File: src/fpga_passive_serial_loader_assert.svh
// assertion macros for the passive serial loader
`ifndef FPGA_PASSIVE_SERIAL_LOADER_ASSERT_SVH
`define FPGA_PASSIVE_SERIAL_LOADER_ASSERT_SVH

`ifndef NO_ASSERTIONS

// condition that must hold at every clock edge out of reset
`define FPL_ASSERT_ALWAYS(lbl, cond, msg) \
  lbl: assert property (@(posedge clk) disable iff (rst) (cond)) else $error(msg);

// condition in the cycle after a trigger
`define FPL_ASSERT_NEXT(lbl, pre, post, msg) \
  lbl: assert property (@(posedge clk) disable iff (rst) (pre) |=> (post)) else $error(msg);

`else

`define FPL_ASSERT_ALWAYS(lbl, cond, msg)
`define FPL_ASSERT_NEXT(lbl, pre, post, msg)

`endif

`endif

File: src/fpl_pkg.sv
package fpl_pkg;

  localparam int CountW = 21;
  localparam int WaitW  = 8;

  localparam logic [CountW-1:0] ByteCountRst    = '0;
  localparam logic [WaitW-1:0]  HighWaitRst     = 8'd50;
  localparam logic [WaitW-1:0]  LowPulseWaitRst = 8'd60;
  localparam logic [WaitW-1:0]  RiseWaitRst     = 8'd30;
  localparam logic [WaitW-1:0]  InitWaitRst     = 8'd40;

  // pin latch bits
  localparam logic [2:0] PinConfig = 3'b100;
  localparam logic [2:0] PinClock  = 3'b010;
  localparam logic [2:0] PinData   = 3'b001;

  typedef enum logic [1:0] {
    CMD_TICK  = 2'd0,
    CMD_START = 2'd1,
    CMD_DATA  = 2'd2,
    CMD_BAD   = 2'd3
  } cmd_t;

  typedef enum logic [2:0] {
    PH_IDLE = 3'd0,
    PH_HIGH = 3'd1,
    PH_LOW  = 3'd2,
    PH_RISE = 3'd3,
    PH_DATA = 3'd4,
    PH_INIT = 3'd5
  } phase_t;

  typedef enum logic [2:0] {
    ST_BUSY     = 3'd0,
    ST_OK       = 3'd1,
    ST_CONF_ERR = 3'd2,
    ST_LOAD_ERR = 3'd3,
    ST_INIT_ERR = 3'd4,
    ST_REJECT   = 3'd5
  } status_t;

  typedef enum logic [2:0] {
    REG_BYTE_COUNT = 3'd0,
    REG_HIGH_WAIT  = 3'd1,
    REG_LOW_WAIT   = 3'd2,
    REG_RISE_WAIT  = 3'd3,
    REG_INIT_WAIT  = 3'd4
  } reg_idx_t;

  typedef struct packed {
    logic [CountW-1:0] byte_count;
    logic [WaitW-1:0]  high_wait;
    logic [WaitW-1:0]  low_pulse_wait;
    logic [WaitW-1:0]  rise_wait;
    logic [WaitW-1:0]  init_wait;
  } cfg_t;

  typedef struct packed {
    logic       done_pin;
    logic       stat_pin;
    logic [7:0] data_byte;
    cmd_t       cmd;
  } item_t;

  typedef struct packed {
    phase_t            phase;
    logic [WaitW-1:0]  wait_counter;
    logic [CountW-1:0] bytes_left;
    logic [2:0]        pins;
  } state_t;

  // what one item hands to the output stage
  typedef struct packed {
    logic       multi;     // sixteen beats of a data byte
    logic [7:0] byte_val;
    logic [2:0] pins;      // pins of a single-beat result
    status_t    status;    // status of the final beat
  } burst_t;

endpackage

File: src/fpga_passive_serial_loader.sv
// passive serial configuration loader
// s_* channel takes commands: s_tuser is the command (tick, start, data byte),
// s_tdata carries the byte and the sampled status / done pins of the target.
// m_* channel gives pin levels and a status code, one transfer per pin update;
// m_tlast marks the final transfer caused by an input item.
// cfg_* channel writes the byte count and wait registers; always ready.
// an item waits in the input register, is evaluated combinationally in a single
// pass and its first result is loaded into the output register as it leaves.
// throughput: one item per cycle for ticks, starts and rejected items while the
// output register can take their results; a data byte is sent as a serial burst
// (two pin updates per bit); an item with results waits until the last update is taken.
// ticks in idle or data phase give no transfer and leave without waiting.
// reset clears the phase, counters and pin latch to low and loads the wait
// registers with their defaults; both channels come up empty.
// when the receiver stalls, the output register holds and backpressure
// reaches s_tready once the input register also holds an item with results.
module fpga_passive_serial_loader (
  input  logic        clk,
  input  logic        rst,
  input  logic        s_tvalid,
  output logic        s_tready,
  input  logic [15:0] s_tdata,   // data_byte[7:0], stat_pin, done_pin, zero fill
  input  logic [1:0]  s_tuser,   // cmd
  output logic        m_tvalid,
  input  logic        m_tready,
  output logic [7:0]  m_tdata,   // config_pin, clock_pin, data_pin, status_code[2:0], zero fill
  output logic        m_tlast,   // last_of_run
  input  logic        cfg_valid,
  output logic        cfg_ready,
  input  logic [2:0]  cfg_index,
  input  logic [20:0] cfg_data
);
  `include "fpga_passive_serial_loader_assert.svh"
  import fpl_pkg::*;

  cfg_t   cfg;
  state_t state;
  state_t state_next;
  item_t  item;
  logic   in_valid;
  logic   fire;
  logic   emit;
  logic   out_ready;
  burst_t burst;

  // configuration writes
  assign cfg_ready = 1'b1;

  always_ff @(posedge clk) begin
    if (rst) begin
      cfg.byte_count     <= ByteCountRst;
      cfg.high_wait      <= HighWaitRst;
      cfg.low_pulse_wait <= LowPulseWaitRst;
      cfg.rise_wait      <= RiseWaitRst;
      cfg.init_wait      <= InitWaitRst;
    end else if (cfg_valid && cfg_ready) begin
      unique case (cfg_index)
        REG_BYTE_COUNT: cfg.byte_count     <= cfg_data;
        REG_HIGH_WAIT:  cfg.high_wait      <= cfg_data[7:0];
        REG_LOW_WAIT:   cfg.low_pulse_wait <= cfg_data[7:0];
        REG_RISE_WAIT:  cfg.rise_wait      <= cfg_data[7:0];
        REG_INIT_WAIT:  cfg.init_wait      <= cfg_data[7:0];
        default: ;
      endcase
    end
  end

  // input register; an item leaves once the output stage can take its results, or at once if it has none
  assign fire     = in_valid && (!emit || out_ready);
  assign s_tready = !in_valid || fire;

  always_ff @(posedge clk) begin
    if (rst) begin
      in_valid <= 1'b0;
    end else if (s_tready) begin
      in_valid <= s_tvalid;
    end
  end

  always_ff @(posedge clk) begin
    if (s_tready && s_tvalid) begin
      item.cmd       <= cmd_t'(s_tuser);
      item.data_byte <= s_tdata[7:0];
      item.stat_pin  <= s_tdata[8];
      item.done_pin  <= s_tdata[9];
    end
  end

  // sequencer state
  fpl_step u_step (
    .cur   (state),
    .cfg   (cfg),
    .item  (item),
    .nxt   (state_next),
    .emit  (emit),
    .burst (burst)
  );

  always_ff @(posedge clk) begin
    if (rst) begin
      state.phase        <= PH_IDLE;
      state.wait_counter <= '0;
      state.bytes_left   <= '0;
      state.pins         <= 3'b000;
    end else if (fire) begin
      state <= state_next;
    end
  end

  // result register and byte serializer
  fpl_out u_out (
    .clk        (clk),
    .rst        (rst),
    .load       (fire && emit),
    .burst      (burst),
    .load_ready (out_ready),
    .m_tvalid   (m_tvalid),
    .m_tready   (m_tready),
    .m_tdata    (m_tdata),
    .m_tlast    (m_tlast)
  );

  // data phase always has bytes still owed
  `FPL_ASSERT_ALWAYS(a_data_count, (state.phase != PH_DATA) || (state.bytes_left != '0), "data phase with zero bytes left")
  // beats inside a byte keep the config pin high
  `FPL_ASSERT_ALWAYS(a_mid_config, !(m_tvalid && !m_tlast) || m_tdata[0], "config pin low inside a byte")
  // a byte burst keeps going until its last beat
  `FPL_ASSERT_NEXT(a_burst_cont, m_tvalid && m_tready && !m_tlast, m_tvalid, "byte burst broken off")
  // an item held in the input register never gets lost to a full output stage
  `FPL_ASSERT_NEXT(a_item_held, in_valid && !fire, in_valid && $stable(item), "pending item dropped")

endmodule

File: src/fpl_step.sv
module fpl_step (
  input  fpl_pkg::state_t cur,
  input  fpl_pkg::cfg_t   cfg,
  input  fpl_pkg::item_t  item,
  output fpl_pkg::state_t nxt,
  output logic            emit,
  output fpl_pkg::burst_t burst
);
  import fpl_pkg::*;

  logic [WaitW-1:0]  wc_dec;
  logic [CountW-1:0] bl_dec;

  assign wc_dec = (cur.wait_counter != '0) ? cur.wait_counter - 8'd1 : '0;
  assign bl_dec = cur.bytes_left - 21'd1;

  always_comb begin
    nxt            = cur;
    emit           = 1'b0;
    burst.multi    = 1'b0;
    burst.byte_val = item.data_byte;
    burst.pins     = cur.pins;
    burst.status   = ST_BUSY;
    unique case (item.cmd)
      CMD_START: begin
        nxt.pins         = PinConfig;
        nxt.phase        = PH_HIGH;
        nxt.wait_counter = cfg.high_wait;
        emit             = 1'b1;
        burst.pins       = PinConfig;
      end
      CMD_BAD: begin
        emit         = 1'b1;
        burst.status = ST_REJECT;
      end
      CMD_DATA: begin
        emit = 1'b1;
        if (cur.phase != PH_DATA) begin
          burst.status = ST_REJECT;
        end else begin
          burst.multi    = 1'b1;
          nxt.pins       = PinConfig | PinClock | (item.data_byte[7] ? PinData : 3'b000);
          nxt.bytes_left = bl_dec;
          if (bl_dec[7:0] == 8'd0 && !item.stat_pin) begin
            burst.status = ST_LOAD_ERR;
            nxt.phase    = PH_IDLE;
          end else if (bl_dec == '0) begin
            nxt.phase        = PH_INIT;
            nxt.wait_counter = cfg.init_wait;
          end
        end
      end
      default: begin
        // tick
        if (cur.phase == PH_HIGH || cur.phase == PH_LOW || cur.phase == PH_RISE ||
            cur.phase == PH_INIT) begin
          emit             = 1'b1;
          nxt.wait_counter = wc_dec;
          if (wc_dec == '0) begin
            case (cur.phase)
              PH_HIGH: begin
                nxt.pins         = 3'b000;
                nxt.phase        = PH_LOW;
                nxt.wait_counter = cfg.low_pulse_wait;
              end
              PH_LOW: begin
                if (item.stat_pin) begin
                  burst.status = ST_CONF_ERR;
                  nxt.phase    = PH_IDLE;
                end else begin
                  nxt.pins         = PinConfig;
                  nxt.phase        = PH_RISE;
                  nxt.wait_counter = cfg.rise_wait;
                end
              end
              PH_RISE: begin
                if (!item.stat_pin) begin
                  burst.status = ST_CONF_ERR;
                  nxt.phase    = PH_IDLE;
                end else if (cfg.byte_count == '0) begin
                  nxt.phase        = PH_INIT;
                  nxt.wait_counter = cfg.init_wait;
                end else begin
                  nxt.phase      = PH_DATA;
                  nxt.bytes_left = cfg.byte_count;
                end
              end
              default: begin
                burst.status = item.done_pin ? ST_OK : ST_INIT_ERR;
                nxt.phase    = PH_IDLE;
              end
            endcase
          end
          burst.pins = nxt.pins;
        end
      end
    endcase
  end

endmodule

File: src/fpl_out.sv
module fpl_out (
  input  logic            clk,
  input  logic            rst,
  input  logic            load,
  input  fpl_pkg::burst_t burst,
  output logic            load_ready,
  output logic            m_tvalid,
  input  logic            m_tready,
  output logic [7:0]      m_tdata,
  output logic            m_tlast
);
  import fpl_pkg::*;

  logic       busy;
  logic [3:0] beat;
  burst_t     desc;
  logic [2:0] pins_now;
  status_t    status_now;

  assign m_tvalid   = busy;
  assign m_tlast    = desc.multi ? (beat == 4'hf) : 1'b1;
  assign load_ready = !busy || (m_tlast && m_tready);

  // byte beats: even beat clock low, odd beat clock high, data bit beat/2
  assign pins_now   = desc.multi ? {1'b1, beat[0], desc.byte_val[beat[3:1]]} : desc.pins;
  assign status_now = (desc.multi && !m_tlast) ? ST_BUSY : desc.status;
  assign m_tdata    = {2'b00, status_now, pins_now[0], pins_now[1], pins_now[2]};

  always_ff @(posedge clk) begin
    if (rst) begin
      busy <= 1'b0;
      beat <= '0;
    end else if (load) begin
      busy <= 1'b1;
      beat <= '0;
    end else if (busy && m_tready) begin
      if (m_tlast) begin
        busy <= 1'b0;
      end else begin
        beat <= beat + 4'd1;
      end
    end
  end

  always_ff @(posedge clk) begin
    if (load) begin
      desc <= burst;
    end
  end

endmodule

File: config.mk
export PLATFORM = sky130hd
export DESIGN_NAME = fpga_passive_serial_loader
export DESIGN_NICKNAME = d
export VERILOG_FILES = /design/src/fpl_pkg.sv /design/src/fpga_passive_serial_loader.sv /design/src/fpl_step.sv /design/src/fpl_out.sv
export VERILOG_INCLUDE_DIRS = /design/src /design/src/src
export SDC_FILE = /design/constraint.sdc
export NUM_CORES = 1
export LEC_CHECK = 0
export BUFFER_PORTS_ARGS = -buffer_cell sky130_fd_sc_hd__buf_2
export CAP_MARGIN = 25
export CORE_ASPECT_RATIO = 2
export CORE_MARGIN = 5
export CORE_UTILIZATION = 45
export DETAILED_ROUTE_END_ITERATION = 8
export HOLD_SLACK_MARGIN = 0.05
export RECOVER_POWER = 100
export SYNTH_ARGS = -nofsm -noshare
export SYNTH_HDL_FRONTEND = slang
export SYNTH_SLANG_ARGS = --single-unit
File: constraint.sdc
create_clock -name clk -period 2.95 [get_ports clk]
set_input_delay 0 -clock clk [delete_from_list [all_inputs] [get_ports clk]]
set_output_delay 0 -clock clk [all_outputs]
set_load 0.005 [all_outputs]
==> results.py <==
metrics = {
    "finish": {
        "final_layout_size_suffix_gt1_share_pct": 13.3,
        "diodes": 0,
        "mostFrequentLayoutCell": "nand2_1",
        "synthToLayoutAreaGrowth_pct": 21.0,
        "layout_common_cells": "nand2_1 (133), dfxtp_1 (94), a21oi_1 (67)",
        "fin_util_pct": 55.1,
        "fin_area_sq_mm": 0.00737,
        "fin_nets": 838,
    },
    "placement": {
        "place_congestion": 0.924,
        "hpwl_um": 12400,
        "port_buffers": 49,
        "place_area_sq_mm": 0.00647,
    },
    "worst_setup_path": {
        "worstPathRequired_ns": 3.23,
        "crit_start": "state[3]$_SDFFE_PP0P_",
        "startpoint_type": "register",
        "crit_type": "reg2reg",
        "cp-end-kind": "register",
        "rr_startpoint": "state[3]$_SDFFE_PP0P_",
        "reg2reg_depth": 10,
        "cp_max_fo": 8,
        "cp.arrival_ns": 3.07,
    },
    "power_and_ir_drop": {
        "p_comb_share_pct": 11.1,
        "vdd_ir_drop_max_mv": 0.574,
        "clkPwrFrac_pct": 47.2,
        "switching_share_pct": 25.7,
        "p_per_area_mw_per_mm2": 580,
        "p_int_w": 0.00317,
        "power_switching_w": 0.00110,
        "p_leak_nw": 2.73,
        "seqPwrFrac_pct": 41.6,
    },
    "hold_path": {
        "hp-class": "in2reg",
        "hold_start": "m_tready",
        "hold_depth": 4,
    },
    "detailed_routing": {
        "ant_nets": 0,
        "viasPerCell": 5.86,
        "wl_met3_um": 546,
        "drt_wl_total_um": 17200,
        "met2_length_um": 9360,
        "wire_per_inst_um": 18.1,
        "drtIter0Drc": 323,
        "drc_errors": 0,
        "dr.pass1.iters": 5,
        "vias": 5571,
        "met1_length_um": 6180,
        "top_layer": "met4",
    },
    "die": {
        "die_h_um": 175,
        "start_util_pct": 45.6,
        "dieArea_sq_mm": 0.0161,
        "ios": 59,
        "core_area_sq_mm": 0.0134,
        "row_count": 60,
        "die_w_um": 92.3,
    },
    "cts": {
        "cts_buffer_depth": 2,
        "clk_pin_slew_ns": 0.06,
        "ctsRootBufferMaster": "clkbuf_16",
        "cts_tree": "yes",
        "clock_latency_ns": 0.41,
        "cts.htree.levels": 4,
        "clock-sinks": 121,
        "post_cts_buffers": 0,
        "cts_inserted_buffers": 17,
    },
    "sta": {
        "min_period_ns": 2.78,
        "fmax_mhz": 359,
        "final_max_slew_viol_count": 44,
        "skew_ns": 0.0118,
        "tightest_slew_ns": 1.92,
        "setup_viol": 0,
        "hold_viol_final": 0,
        "slew_headroom_pct": -27.9,
        "period_share_pct": 94.4,
    },
    "run_status": {
        "status": "finished with violations",
        "violations": "capacitance limit, slew limit",
    },
    "yosys": {
        "yosys_warnings": 0,
        "synth_edf_count": 27,
        "synth_cell_type_count": 68,
        "synthMuxAreaShare_pct": 5.69,
        "synthAdderAreaFrac_pct": 1.85,
        "ys_top_cells_by_area": "dfxtp_1 (31%), edfxtp_1 (13%), nand2_1 (8.2%)",
        "synthCells": 705,
        "synth-xor-area-share_pct": 2.16,
        "yosys.area.top_type_share_pct": 30.9,
        "synth_area_leader_cell": "dfxtp_1",
        "syn-cell-area_sq_mm": 0.00609,
        "ys.flop_type": "dfxtp_1",
        "synth.avg_cell_area_sq_um": 8.64,
        "async_reset_ff_share_pct": 0,
        "synth_top_family_by_area": "simple AND/OR/NAND/NOR gates",
        "synth_seq_area_share_pct": 44.2,
        "synth-simple-area-share_pct": 23.4,
        "synth_compound_area_share_pct": 18.0,
        "ys_ff_latch": 121,
    },
    "global_route": {
        "grt_pass1_wl_um": 27700,
        "grt_pass1_vias": 5535,
        "overflow": 0,
        "grt_max_degree": 44,
        "antenna_found_initial": 0,
        "track_usage_pct": 21.7,
    },
    "flow_run": {
        "drv_cap": 1,
    },
}
==> synthesized netlist by cell type (4+ instances only) <==
cell type and instances:
dfxtp_1 94, or4_1 4, a22oi_1 13, a222oi_1 8, o21ai_0 16, inv_1 18
mux2i_1 29, and3_1 5, nor4_1 7, edfxtp_1 27, o31ai_1 7, clkbuf_1 30
and2_1 8, nor3b_1 5, nand2_1 133, a32o_1 4, a211oi_1 9, xnor2_1 7
a221oi_1 6, o21ai_1 8, xor2_1 8, nand4_1 9, buf_2 6, nand3_1 14
ha_1 9, nor2_1 56, or3_1 5, a21oi_1 67, nor3_1 19
==> stage by stage <==
stage          cells  hold slack (ns)  setup TNS (ns)  worst slack, ns  power [W]
3_5_place_dp     884            0.178               0            0.107    0.00226
2_1_floorplan    706           0.0989               0            0.485    0.00210
5_1_grt          950           0.0915         -0.0134         -0.00694    0.00444
4_1_cts          950           0.0501               0           0.0888    0.00431
3_3_place_gp     884            0.176               0            0.220    0.00225
6_report         950           0.0544               0            0.165    0.00427
==> critical path, cell delays in order (launching register included) <==
cell	delay, ns
dfxtp_1	0.36
inv_1	0.10
ha_1	0.25
or3b_4	0.46
o31ai_2	0.25
nand4_1	0.20
nor4_1	0.21
nor4bb_4	0.37
a22oi_1	0.12
buf_4	0.22
mux2i_1	0.13
==> worst paths after layout <==
check,slack (ns),endpoint
worst max-delay path,0.17,state[28]$_SDFFE_PP0P_
worst min-delay path,0.05,u_out.m_tvalid$_SDFFE_PP0P_
worst max register to register,0.17,state[28]$_SDFFE_PP0P_
worst min register to register,0.42,u_out.desc[9]$_DFFE_PP_
==> sequential cells by signal, indices dropped and copies added (netlist names) <==
signal / count
u_out.m_tvalid: 1
u_out.beat: 4
in_valid: 1
cfg: 53
state: 35
item: 12
u_out.desc: 15
==> area by class of cell <==
type	instances	area (sq um)
fill	1242	5990
multi-input combinational	521	3140
sequential	121	2690
timing repair buffer	102	696
clock buffer	17	425
tap	155	194
clock inverter	15	151
inverter	19	71.3
==> layer usage <==
layer / up-vias / global-route usage [%]
met2: 168 / 40.0
met1: 2633 / 21.8
met4: 0 / 14.0
li1: 2705 / -
met5: - / 0
met3: 65 / 4.16
==> logic make-up after synthesis <==
family	after synthesis
simple gates	294
xor+xnor	15
flops	121
fa+ha+maj	9
buf+inv	64
other cells	2
mux	32
compound gates	168
==> power by group through the flow <==
| stage | Sequential (W) | Clock, W | Combinational [W] |
|---|---|---|---|
| 2_1_floorplan | 0.00180 | 0 | 0.000304 |
| 3_3_place_gp | 0.00181 | 0 | 0.000436 |
| 3_5_place_dp | 0.00181 | 0 | 0.000442 |
| 4_1_cts | 0.00178 | 0.00205 | 0.000479 |
| 5_1_grt | 0.00178 | 0.00213 | 0.000524 |
| 6_report | 0.00178 | 0.00202 | 0.000476 |
==> repair_timing <==
action                                 CTS  global route
hold buffers                            34             0
endpoints found under the hold margin   66             0
gates resized for setup                  0             2
setup endpoints to repair                0            11
No activity file was read; power rests on OpenSTA's default activity.
